--- src/design/rdc_pkg.sv ---
// rdc_pkg: shared constants, types and the digit character function
// of the radix digit converter; used by every module of the block
// no dependencies
`default_nettype none

package rdc_pkg;

	localparam int MAX_DIGITS_DEF   = 32;
	localparam int NUMBER_WIDTH_DEF = 32;

	localparam int VALUE_W = 32;
	localparam int RADIX_W = 9;
	localparam int DIGIT_W = 8;

	localparam logic [RADIX_W-1:0] RADIX_RESET = 9'd10;
	localparam logic [RADIX_W-1:0] RADIX_MIN   = 9'd2;
	localparam logic [RADIX_W-1:0] RADIX_MAX   = 9'd256;

	localparam logic [DIGIT_W-1:0] CH_ZERO  = 8'h30;
	localparam logic [DIGIT_W-1:0] CH_A     = 8'h41;
	localparam logic [DIGIT_W-1:0] DEC_BASE = 8'd10;

	// divider status seen by the sequencer
	typedef struct packed {
		logic done;       // one-cycle pulse, quotient and remainder ready
		logic quot_zero;  // quotient of the finished division is zero
	} rdc_div_stat_t;

	// '0'+d below ten, otherwise low 8 bits of 'A'+d-10
	function automatic logic [DIGIT_W-1:0] digit_char_f(input logic [DIGIT_W-1:0] d);
		if (d < DEC_BASE) begin
			return CH_ZERO + d;
		end else begin
			return CH_A + d - DEC_BASE;
		end
	endfunction

endpackage

`default_nettype wire

--- src/design/rdc_divider.sv ---
// rdc_divider: bit-serial restoring divider, one quotient bit per cycle
// divides a NUMBER_WIDTH-bit value by a 9-bit base; uses rdc_pkg
`default_nettype none

module rdc_divider import rdc_pkg::*; #(
	parameter int NUMBER_WIDTH = NUMBER_WIDTH_DEF
) (
	input  wire logic                    clk,
	input  wire logic                    arst_n,
	input  wire logic                    start,
	input  wire logic [NUMBER_WIDTH-1:0] dividend,
	input  wire logic [RADIX_W-1:0]      radix,
	output      logic [NUMBER_WIDTH-1:0] quotient,
	output      logic [DIGIT_W-1:0]      remainder,
	output      rdc_div_stat_t           stat
);

	localparam int BW = $clog2(NUMBER_WIDTH);

	logic [NUMBER_WIDTH-1:0] quot_q;
	logic [DIGIT_W-1:0]      rem_q;
	logic [BW-1:0]           bit_cnt_q;
	logic                    busy_q;
	logic                    done_q;

	logic [RADIX_W-1:0] trial;
	logic               ge;
	logic [RADIX_W-1:0] rem_next;

	// remainder stays below the base, so it fits in 8 bits
	assign trial    = {rem_q, quot_q[NUMBER_WIDTH-1]};
	assign ge       = (trial >= radix);
	assign rem_next = ge ? (trial - radix) : trial;

	always_ff @(posedge clk or negedge arst_n) begin
		if (!arst_n) begin
			busy_q    <= 1'b0;
			done_q    <= 1'b0;
			bit_cnt_q <= '0;
		end else begin
			done_q <= 1'b0;
			if (start) begin
				busy_q    <= 1'b1;
				bit_cnt_q <= BW'(NUMBER_WIDTH - 1);
			end else if (busy_q) begin
				bit_cnt_q <= bit_cnt_q - 1'b1;
				if (bit_cnt_q == '0) begin
					busy_q <= 1'b0;
					done_q <= 1'b1;
				end
			end
		end
	end

	always_ff @(posedge clk) begin
		if (start) begin
			quot_q <= dividend;
			rem_q  <= '0;
		end else if (busy_q) begin
			quot_q <= {quot_q[NUMBER_WIDTH-2:0], ge};
			rem_q  <= rem_next[DIGIT_W-1:0];
		end
	end

	assign quotient       = quot_q;
	assign remainder      = rem_q;
	assign stat.done      = done_q;
	assign stat.quot_zero = (quot_q == '0);

endmodule

`default_nettype wire

--- src/design/rdc_digit_store.sv ---
// rdc_digit_store: digit memory, one write and one registered read a cycle
// holds remainders least significant first; uses rdc_pkg
`default_nettype none

module rdc_digit_store import rdc_pkg::*; #(
	parameter int MAX_DIGITS = MAX_DIGITS_DEF
) (
	input  wire logic                          clk,
	input  wire logic                          wr_en,
	input  wire logic [$clog2(MAX_DIGITS)-1:0] wr_addr,
	input  wire logic [DIGIT_W-1:0]            wr_data,
	input  wire logic                          rd_en,
	input  wire logic [$clog2(MAX_DIGITS)-1:0] rd_addr,
	output      logic [DIGIT_W-1:0]            rd_data
);

	logic [DIGIT_W-1:0] mem_q [MAX_DIGITS];
	logic [DIGIT_W-1:0] rd_data_q;

	always_ff @(posedge clk) begin
		if (wr_en) begin
			mem_q[wr_addr] <= wr_data;
		end
	end

	always_ff @(posedge clk) begin
		if (rd_en) begin
			rd_data_q <= mem_q[rd_addr];
		end
	end

	assign rd_data = rd_data_q;

endmodule

`default_nettype wire

--- src/design/radix_digit_converter.sv ---
// radix_digit_converter: top level, sequencer and output register
// uses rdc_pkg, rdc_divider, rdc_digit_store
//
// Usage:
//   cfg_valid/cfg_ready/cfg_data write the 9-bit radix (reset 10); cfg_ready
//   is always high. Write it only while the block is idle.
//   s_tdata carries the 32-bit value; only its low NUMBER_WIDTH bits count.
//   One input item is taken at a time: s_tready is high only when idle.
//   Each digit leaves as one item on the m_ channel, most significant first,
//   m_tlast on the least significant digit. A radix outside 2..256 gives one
//   item with m_tuser set and m_tdata, m_tlast zero.
// Operation:
//   each division runs in the bit-serial divider, one quotient bit a cycle;
//   digits are then read back from the digit memory, each passing a read
//   state and then a load state into the output register. A zero value
//   skips the divider and stores a single zero digit; a bad radix goes
//   straight to the error state.
// Reset clears the sequencer, output valid and sets the radix to 10.
// A stalled receiver holds the output register; the sequencer waits and
// takes no new item until the last digit has entered the output register.
`default_nettype none

module radix_digit_converter import rdc_pkg::*; #(
	parameter int MAX_DIGITS   = MAX_DIGITS_DEF,
	parameter int NUMBER_WIDTH = NUMBER_WIDTH_DEF
) (
	input  wire logic               clk,
	input  wire logic               arst_n,
	input  wire logic               cfg_valid,
	output      logic               cfg_ready,
	input  wire logic [RADIX_W-1:0] cfg_data,   // radix
	input  wire logic               s_tvalid,
	output      logic               s_tready,
	input  wire logic [VALUE_W-1:0] s_tdata,    // value_in
	output      logic               m_tvalid,
	input  wire logic               m_tready,
	output      logic [15:0]        m_tdata,    // digit_char [7:0], digit_value [15:8]
	output      logic               m_tlast,    // last_digit
	output      logic               m_tuser     // bad_radix
);

	localparam int AW = $clog2(MAX_DIGITS);
	localparam int CW = $clog2(MAX_DIGITS + 1);

	typedef enum logic [2:0] {ST_IDLE, ST_DIV, ST_RD, ST_LOAD, ST_ERR} state_t;

	state_t             state_q;
	logic [RADIX_W-1:0] radix_q;
	logic [CW-1:0]      cnt_q;
	logic [AW-1:0]      rd_idx_q;

	logic [NUMBER_WIDTH-1:0] value_w;
	logic [NUMBER_WIDTH-1:0] div_quot;
	logic [DIGIT_W-1:0]      div_rem;
	rdc_div_stat_t           div_stat;
	logic                    div_start;
	logic [NUMBER_WIDTH-1:0] div_dividend;

	logic               accept;
	logic               radix_ok;
	logic               value_zero;
	logic               slot_free;
	logic               out_load;
	logic               div_last;
	logic               wr_en;
	logic [AW-1:0]      wr_addr;
	logic [DIGIT_W-1:0] wr_data;
	logic               rd_en;
	logic [DIGIT_W-1:0] rd_data;

	generate
		if (NUMBER_WIDTH <= VALUE_W) begin : g_trunc
			assign value_w = s_tdata[NUMBER_WIDTH-1:0];
		end else begin : g_ext
			assign value_w = {{(NUMBER_WIDTH-VALUE_W){1'b0}}, s_tdata};
		end
	endgenerate

	assign cfg_ready  = 1'b1;
	assign s_tready   = (state_q == ST_IDLE);
	assign accept     = s_tvalid && s_tready;
	assign radix_ok   = (radix_q >= RADIX_MIN) && (radix_q <= RADIX_MAX);
	assign value_zero = (value_w == '0);
	assign slot_free  = !m_tvalid || m_tready;
	assign out_load   = slot_free && (state_q == ST_LOAD || state_q == ST_ERR);

	// conversion ends when the quotient runs out or the store is full
	assign div_last = div_stat.quot_zero || (cnt_q == CW'(MAX_DIGITS - 1));

	assign div_start    = (accept && radix_ok && !value_zero) ||
	                      (state_q == ST_DIV && div_stat.done && !div_last);
	assign div_dividend = (state_q == ST_IDLE) ? value_w : div_quot;

	// zero input stores a single zero digit
	assign wr_en   = (accept && radix_ok && value_zero) ||
	                 (state_q == ST_DIV && div_stat.done);
	assign wr_addr = (state_q == ST_IDLE) ? '0 : cnt_q[AW-1:0];
	assign wr_data = (state_q == ST_IDLE) ? '0 : div_rem;
	assign rd_en   = (state_q == ST_RD);

	rdc_divider #(
		.NUMBER_WIDTH(NUMBER_WIDTH)
	) u_div (
		.clk      (clk),
		.arst_n   (arst_n),
		.start    (div_start),
		.dividend (div_dividend),
		.radix    (radix_q),
		.quotient (div_quot),
		.remainder(div_rem),
		.stat     (div_stat)
	);

	rdc_digit_store #(
		.MAX_DIGITS(MAX_DIGITS)
	) u_store (
		.clk    (clk),
		.wr_en  (wr_en),
		.wr_addr(wr_addr),
		.wr_data(wr_data),
		.rd_en  (rd_en),
		.rd_addr(rd_idx_q),
		.rd_data(rd_data)
	);

	always_ff @(posedge clk or negedge arst_n) begin
		if (!arst_n) begin
			radix_q <= RADIX_RESET;
		end else if (cfg_valid && cfg_ready) begin
			radix_q <= cfg_data;
		end
	end

	always_ff @(posedge clk or negedge arst_n) begin
		if (!arst_n) begin
			state_q  <= ST_IDLE;
			cnt_q    <= '0;
			rd_idx_q <= '0;
			m_tvalid <= 1'b0;
			m_tdata  <= '0;
			m_tlast  <= 1'b0;
			m_tuser  <= 1'b0;
		end else begin
			if (out_load) begin
				m_tvalid <= 1'b1;
			end else if (m_tvalid && m_tready) begin
				m_tvalid <= 1'b0;
			end
			unique case (state_q)
				ST_IDLE: begin
					if (accept) begin
						if (!radix_ok) begin
							cnt_q   <= '0;
							state_q <= ST_ERR;
						end else if (value_zero) begin
							cnt_q    <= CW'(1);
							rd_idx_q <= '0;
							state_q  <= ST_RD;
						end else begin
							cnt_q   <= '0;
							state_q <= ST_DIV;
						end
					end
				end
				ST_DIV: begin
					if (div_stat.done) begin
						cnt_q <= cnt_q + 1'b1;
						if (div_last) begin
							rd_idx_q <= cnt_q[AW-1:0];
							state_q  <= ST_RD;
						end
					end
				end
				ST_RD: begin
					state_q <= ST_LOAD;
				end
				ST_LOAD: begin
					if (slot_free) begin
						m_tdata  <= {rd_data, digit_char_f(rd_data)};
						m_tlast  <= (rd_idx_q == '0);
						m_tuser  <= 1'b0;
						if (rd_idx_q == '0) begin
							state_q <= ST_IDLE;
						end else begin
							rd_idx_q <= rd_idx_q - 1'b1;
							state_q  <= ST_RD;
						end
					end
				end
				ST_ERR: begin
					if (slot_free) begin
						m_tdata  <= '0;
						m_tlast  <= 1'b0;
						m_tuser  <= 1'b1;
						state_q  <= ST_IDLE;
					end
				end
				default: begin
					state_q <= ST_IDLE;
				end
			endcase
		end
	end

endmodule

`default_nettype wire

--- config.mk ---
export PLATFORM = sky130hd
export DESIGN_NAME = radix_digit_converter
export DESIGN_NICKNAME = d
export VERILOG_FILES = /design/src/design/rdc_pkg.sv /design/src/design/rdc_divider.sv /design/src/design/rdc_digit_store.sv /design/src/design/radix_digit_converter.sv
export SDC_FILE = /design/constraint.sdc
export NUM_CORES = 1
export LEC_CHECK = 0
export BUFFER_PORTS_ARGS = -buffer_cell sky130_fd_sc_hd__buf_2
export CORE_MARGIN = 5
export CORE_UTILIZATION = 50
export DETAILED_ROUTE_END_ITERATION = 6
export MAX_ROUTING_LAYER = met4
export PLACE_DENSITY = 0.69
export RECOVER_POWER = 25
export SLEW_MARGIN = 0
export SYNTH_ARGS = -nofsm -noshare
export SYNTH_HDL_FRONTEND = slang
export SYNTH_SLANG_ARGS = --single-unit
--- constraint.sdc ---
create_clock -name clk -period 3.45 [get_ports clk]
set_input_delay 0 -clock clk [delete_from_list [all_inputs] [get_ports clk]]
set_output_delay 0 -clock clk [all_outputs]
set_load 0.005 [all_outputs]
==> impl_metrics.sql, run 1 <==
INSERT INTO impl_metrics (metric_group, metric, value, unit) VALUES
('status', 'status', 'finished, violations left', ''),
('status', 'failed_checks', 'capacitance limit, slew limit', ''),
('worst_setup_path', 'worstReg2RegEnd', 'u_store.mem_q[30][7]$_DFFE_PP_', ''),
('finish', 'final_util', '0.599', ''),
('floorplan', 'design.portCount', '67', ''),
('finish', 'area.growth.synth_to_final', '18.5', '%'),
('grt', 'largest_net_degree_at_the_start_of_global_routing', '50', ''),
('grt', 'initial_antenna_violation_count', '0', ''),
('cts', 'clock_tree.htree_level_count', '2', ''),
('pwr', 'ir_worst_vdd', '533', 'µV'),
('timing', 'final.min_clock_period', '3.05', 'ns'),
('cts', 'clock_pin_slew_on_the_worst_setup_and_hold_paths', '0.06', 'ns'),
('cts', 'ctsRootBufferMaster', 'clkbuf_16', ''),
('routing', 'vias', '8474', ''),
('timing', 'fin_tns_setup', '0', 'ns'),
('floorplan', 'chipHeight', '183', 'µm'),
('cts', 'tritoncts_clock_tree', 'built', ''),
('cts', 'cts.hold.buffers_added', '61', ''),
('worst_setup_path', 'critPathMaxFanout', '32', ''),
('timing', 'hold_violations', '0', ''),
('timing', 'report.final.slew_viol_count', '141', ''),
('worst_setup_path', 'path_cells', 'or3_1 -> clkbuf_1 -> and2_1 -> clkbuf_1', ''),
('timing', 'final.setup.worst_slack', '0.397', 'ns'),
('worst_setup_path', 'timing_startpoint_of_the_critical_path', 'state_q[0]$_DFFE_PN0P_', ''),
('yosys', 'synth_cells', '879', ''),
('floorplan', 'placement_rows', '63', ''),
('grt', 'gr-usage-all-layers', '0.209', ''),
('place', 'pre_cts_slack', '0.599', 'ns'),
('floorplan', 'design.die.area', '33600', 'µm²'),
('pwr', 'total_power', '14900', 'µW'),
('place', 'port-buffer-count', '65', ''),
('routing', 'initialDrtViolationCount', '738', ''),
('worst_setup_path', 'worst-r2r-cell-count', '4', ''),
('grt', 'grt_pass1_vias', '8775', ''),
('grt', 'overflow', '0', ''),
('grt', 'grt_first_pass_wirelength', '52200', 'µm'),
('job', 'timing.max_cap.violations', '5', ''),
('timing', 'unrepaired_setup_endpoints_after_global_routing', 'false', ''),
('yosys', 'yosys_register_bits', '353', ''),
('pwr', 'cellLeakagePower', '0.00613', 'µW'),
('yosys', 'synth_ff_type', 'edfxtp_1', ''),
('finish', 'fin_cells', '1459', ''),
('worst_setup_path', 'critical_path_source_type', 'flop', ''),
('worst_setup_path', 'reg_to_reg_startpoint', 'state_q[0]$_DFFE_PN0P_', ''),
('cts', 'cts-resized-gates', '0', ''),
('timing', 'report.final.setup_viol', '0', ''),
('cts', 'cts.path.max_buffers', '3', ''),
('worst_setup_path', 'worst_ep_required_time', '3.53', 'ns'),
('cts', 'post-cts-setup-buffer-count', '0', ''),
('finish', 'final_common_cell', 'edfxtp_1', ''),
('place', 'placed_cells', '1330', ''),
('timing', 'worst_slew_pin_slew', '1.64', 'ns'),
('floorplan', 'initial_core_util', '0.506', ''),
('worst_setup_path', 'slowest_stage', 'clkbuf_1', ''),
('cts', 'tritoncts_num_sinks', '353', ''),
('pwr', 'total_power_per_unit_cell_area', '838', 'nW/µm²'),
('worst_setup_path', 'critical_path_arrival', '3.14', 'ns'),
('finish', 'num-nets-final', '1103', ''),
('timing', 'clock_skew', '0.0184', 'ns'),
('yosys', 'synth_fp_nets', '942', ''),
('finish', 'insertedDiodeCount', '0', ''),
('routing', 'drcViolationCount', '0', ''),
('yosys', 'yosys_warnings', '0', ''),
('routing', 'vias_per_cell', '5.81', ''),
('place', 'gpl.final_weighted_congestion', '0.859', ''),
('worst_setup_path', 'worst-r2r-setup-slack', '0.40', 'ns'),
('floorplan', 'chipWidth', '183', 'µm'),
('routing', 'total_wire_length', '33600', 'µm'),
('cts', 'cts_buffers', '37', ''),
('finish', 'final_layout_size_suffix_gt1_frac', '0.270', ''),
('routing', 'route.detailed.wl_per_inst', '23.1', 'µm');
Yosys cell counts, types with 3 or more instances:
master | n | area [µm²]
a211oi_1 | 7 | 52.6
a21o_1 | 3 | 22.5
a21oi_1 | 14 | 70.1
a22o_1 | 15 | 131
a31oi_1 | 3 | 18.8
and2_1 | 7 | 43.8
buf_2 | 7 | 35.0
buf_4 | 5 | 37.5
buf_6 | 6 | 67.6
clkbuf_1 | 23 | 86.3
dfrtp_1 | 47 | 1180
dfxtp_1 | 8 | 160
edfxtp_1 | 296 | 8890
ha_1 | 16 | 200
inv_1 | 24 | 90.1
mux2_2 | 42 | 473
mux2i_1 | 4 | 40.0
mux4_2 | 80 | 1800
nand2_1 | 32 | 120
nand2b_1 | 11 | 68.8
nand3_1 | 8 | 40.0
nand4_1 | 7 | 43.8
nand4b_1 | 3 | 26.3
nor2_1 | 67 | 251
nor2b_1 | 7 | 43.8
nor3_1 | 7 | 35.0
nor4_1 | 19 | 119
o21a_1 | 8 | 60.1
o21ai_0 | 27 | 135
o21ai_1 | 6 | 30.0
o31ai_1 | 4 | 30.0
or3_1 | 6 | 37.5
xnor2_1 | 11 | 96.3
xor2_1 | 7 | 61.3
cell type report:
class	instances	area, µm²	share of cell area
Sequential cell	353	10300	0.579
Timing Repair Buffer	167	1230	0.0694
Clock inverter	21	255	0.0144
Multi-Input combinational cell	456	4390	0.247
Tap cell	390	488	0.0275
Clock buffer	47	1020	0.0577
Inverter	25	93.8	0.00528
worst min-delay path by stage:
| stage | from | end | slack, ns |
|---|---|---|---|
| finish | arst_n | u_div.busy_q$_DFF_PN0_ | 0.10 |
| global route | arst_n | u_div.busy_q$_DFF_PN0_ | 0.19 |
| CTS | arst_n | radix_q[2]$_DFFE_PN0P_ | 0.13 |
| detailed placement | arst_n | u_div.bit_cnt_q[2]$_DFFE_PN0P_ | 0.16 |
| global placement | arst_n | u_div.bit_cnt_q[3]$_DFFE_PN0P_ | 0.16 |
| floorplan | arst_n | cnt_q[0]$_DFFE_PN0P_ | -0.30 |
state kept, by name, summed over array words and instances, names as in the netlist, 3 cells and up:
name             cells
m_tdata             16
cnt_q                6
state_q              3
u_store.rd_data      8
u_div.bit_cnt_q      5
u_div.remainder      8
rd_idx_q             5
u_div.quotient      32
u_store.mem_q      256
radix_q              9
layer usage:
metal	wire length, µm	vias to the layer above	track usage
li1	-	3807	-
met1	14100	4377	0.277
met2	17100	236	0.342
met3	1690	54	0.0359
met4	716	0	0.0548
met5	0	-	-
metrics by stage:
stage	area [µm²]	hold slack [ns]
floorplan	15000	-0.296
global placement	15900	0.156
detailed placement	15900	0.163
CTS	17800	0.132
global route	17800	0.185
finish	17800	0.101
cells by family after synthesis:
| group | synth area share |
|---|---|
| fa+ha+maj | 0.0147 |
| xor+xnor | 0.0105 |
| buf+inv | 0.0234 |
| flops | 0.685 |
| other cells | 0.000250 |
| mux | 0.154 |
| compound gates | 0.0493 |
| simple gates | 0.0621 |
critical path: cells and delay by family, from the launching register on:
family	cells	cell delay, ns
buffers and inverters	2	1.69
and+or+nand+nor	2	0.39
DFF	1	0.52
report_power, final:
part	switching, µW	total (µW)	internal [µW]
Sequential	586	6460	5870
Combinational	2370	4300	1930
Clock	1630	4120	2500
Total	4590	14900	10300
No activity file was read; power rests on OpenSTA's default activity.
==> run 2, diff against run 1 <==
--- a/config.mk
+++ b/config.mk
@@ -6,7 +6,6 @@
 export NUM_CORES = 1
 export LEC_CHECK = 0
 export BUFFER_PORTS_ARGS = -buffer_cell sky130_fd_sc_hd__buf_2
-export CORE_MARGIN = 5
 export CORE_UTILIZATION = 50
 export DETAILED_ROUTE_END_ITERATION = 6
 export MAX_ROUTING_LAYER = met4
==> run 2 against run 1 <==
The run still ends with capacitance limit, slew limit left. Highest routed layer unchanged. Clock skew decreased by 0.0081 ns. Critical path depth increased by 4. Combinational power rose by 2%. Largest cell class unchanged. Hold slack gained 0.016 ns. Clock power fell by 7.0%. Flip-flop and latch count did not move. Register-to-register slack improved by 0.14 ns. Total power fell by 1.7%. Count of clock-buffer cells in the layout is 4 higher. Die area shrank 8.5%. Final cell count is 0.21% higher.
==> impl_metrics.sql, run 2 (same netlist as run 1, synthesis figures left out) <==
INSERT INTO impl_metrics (metric_group, metric, value, unit) VALUES
('worst_setup_path', 'critical_path_arrival', '3.16', 'ns'),
('grt', 'largest_net_degree_at_the_start_of_global_routing', '50', ''),
('timing', 'fin_tns_setup', '0', 'ns'),
('floorplan', 'placement_rows', '63', ''),
('finish', 'final_layout_size_suffix_gt1_frac', '0.264', ''),
('pwr', 'internal-power', '10100', 'µW'),
('pwr', 'clk_pwr_share', '0.262', ''),
('timing', 'worst_slew_pin_slew', '1.77', 'ns'),
('timing', 'fin_crit_sh', '0.845', ''),
('floorplan', 'coreArea', '29600', 'µm²'),
('place', 'port-buffer-count', '65', ''),
('timing', 'final.min_clock_period', '2.91', 'ns'),
('cts', 'cts.hold.buffers_added', '61', ''),
('timing', 'fmaxAchievable', '343', 'MHz'),
('floorplan', 'design.portCount', '67', ''),
('floorplan', 'chipWidth', '175', 'µm'),
('timing', 'final.setup.worst_slack', '0.535', 'ns'),
('place', 'place_hpwl', '20700', 'µm'),
('finish', 'registers.top_by_ff_count', 'u_store.mem_q', ''),
('job', 'timing.max_cap.violations', '3', ''),
('finish', 'num-nets-final', '1108', ''),
('cts', 'tritoncts_clock_tree', 'built', ''),
('worst_setup_path', 'critPathCaptureType', 'flop', ''),
('cts', 'tritoncts_num_sinks', '353', ''),
('finish', 'layout.cells.most_common_list', 'edfxtp_1, mux4_2, nor2_1, dlygate4sd3_1, buf_2', ''),
('grt', 'overflow', '0', ''),
('timing', 'report.final.setup_viol', '0', ''),
('cts', 'clk-insertion-delay-late', '0.52', 'ns'),
('cts', 'cts.path.max_buffers', '3', ''),
('routing', 'total_wire_length', '33300', 'µm'),
('finish', 'final_common_cell', 'edfxtp_1', ''),
('finish', 'area.growth.synth_to_final', '17.9', '%'),
('finish', 'layout.filler_cells', '2156', ''),
('grt', 'grt_first_pass_wirelength', '51700', 'µm'),
('finish', 'final_util', '0.598', ''),
('worst_setup_path', 'critPathMaxFanout', '32', ''),
('routing', 'initialDrtViolationCount', '758', ''),
('cts', 'clock_pin_slew_on_the_worst_setup_and_hold_paths', '0.06', 'ns'),
('finish', 'insertedDiodeCount', '0', ''),
('place', 'gpl.final_weighted_congestion', '0.839', ''),
('pwr', 'cellLeakagePower', '0.00610', 'µW'),
('cts', 'ctsRootBufferMaster', 'clkbuf_16', ''),
('pwr', 'p_seq_frac', '0.438', ''),
('pwr', 'total_power', '14600', 'µW'),
('finish', 'largest_register_ff_count', '256', ''),
('worst_hold_path', 'hold_path.class', 'input port to async pin', ''),
('worst_setup_path', 'critical_path_source_type', 'flop', ''),
('timing', 'worst_slew_margin_rel', '-0.181', ''),
('routing', 'vias', '8520', ''),
('routing', 'drtAntennaViolNets', '0', ''),
('routing', 'route.detailed.wl_per_inst', '22.8', 'µm'),
('cts', 'clock_tree.htree_level_count', '2', ''),
('timing', 'clock_skew', '0.0103', 'ns'),
('timing', 'unrepaired_setup_endpoints_after_global_routing', 'false', ''),
('worst_setup_path', 'worst_ep_required_time', '3.69', 'ns'),
('pwr', 'total_switching_power', '4560', 'µW'),
('cts', 'cts-resized-gates', '0', ''),
('grt', 'initial_antenna_violation_count', '0', ''),
('routing', 'drt-pass1-iter-count', '4', ''),
('status', 'status', 'finished, violations left', ''),
('grt', 'gr-usage-all-layers', '0.233', ''),
('floorplan', 'design.die.area', '30700', 'µm²'),
('cts', 'post-cts-setup-buffer-count', '0', ''),
('status', 'failed_checks', 'capacitance limit, slew limit', ''),
('floorplan', 'chipHeight', '175', 'µm'),
('worst_setup_path', 'crit_type', 'flop to flop', ''),
('grt', 'grt_pass1_vias', '8773', ''),
('floorplan', 'initial_core_util', '0.507', ''),
('routing', 'vias_per_cell', '5.83', ''),
('timing', 'report.final.slew_viol_count', '75', ''),
('pwr', 'ir_worst_vdd', '531', 'µV'),
('pwr', 'sw_frac_of_total', '0.312', ''),
('pwr', 'total_power_per_unit_cell_area', '828', 'nW/µm²'),
('routing', 'drcViolationCount', '0', ''),
('timing', 'hold_violations', '0', ''),
('pwr', 'pwr-share-comb', '0.301', ''),
('place', 'pre_cts_slack', '0.602', 'ns'),
('cts', 'cts_buffers', '37', '');
[run 2: worst paths after layout]
path	start	slack (ns)	end	cells after the start
max in group asynchronous	arst_n	2.82	rd_idx_q[0]$_DFFE_PN0P_	3
hold / removal	arst_n	0.12	u_div.bit_cnt_q[4]$_DFFE_PN0P_	3
setup reg to reg	state_q[0]$_DFFE_PN0P_	0.54	u_div.quotient[0]$_DFFE_PP_	8
setup / recovery	state_q[0]$_DFFE_PN0P_	0.54	u_div.quotient[0]$_DFFE_PP_	8
min in group clk	s_tdata[24]	0.34	u_div.quotient[24]$_DFFE_PP_	3
hold reg to reg	m_tdata[8]$_DFFE_PN0P_	0.49	m_tdata[8]$_DFFE_PN0P_	1
[run 2: power groups by stage]
stage                     logic, µW  clock network [µW]  registers (µW)
after floorplan                3120                   0            6180
after global placement         4280                   0            6450
after detailed placement       4390                   0            6460
after CTS                      4470                3880            6380
after global routing           4810                4040            6480
final                          4400                3830            6410
[run 2: per-layer routing]
metal	up-vias	share of wire	global-route usage
met1	4407	0.43	0.318
li1	3815	-	-
met2	248	0.50	0.371
met3	50	0.053	0.0344
met5	-	0	-
met4	0	0.015	0.0551
[run 2: per-stage QoR]
stage / cells / hold slack [ns] / cell area, µm²
floorplan: 879 / -0.296 / 15000
global placement: 1335 / 0.148 / 16000
detailed placement: 1335 / 0.149 / 16000
CTS: 1462 / 0.141 / 17700
global route: 1462 / 0.188 / 17700
finish: 1462 / 0.117 / 17700
[run 2: cell type report]
class,instances,area [µm²],area share
Clock inverter,15,129,0.00729
Inverter,25,93.8,0.00531
Clock buffer,51,1030,0.0583
Timing Repair Buffer,172,1270,0.0718
Sequential cell,353,10300,0.582
Tap cell,390,488,0.0276
Multi-Input combinational cell,456,4390,0.248
[run 2: critical path: stages (launching register included)]
cell and delay [ns]:
dfrtp_1 0.35, clkbuf_1 0.34, nand2b_1 0.13, nor2_1 0.10
buf_4 0.20, nand2_1 0.18, o21ai_4 0.84, buf_4 0.37
o21ai_0 0.11
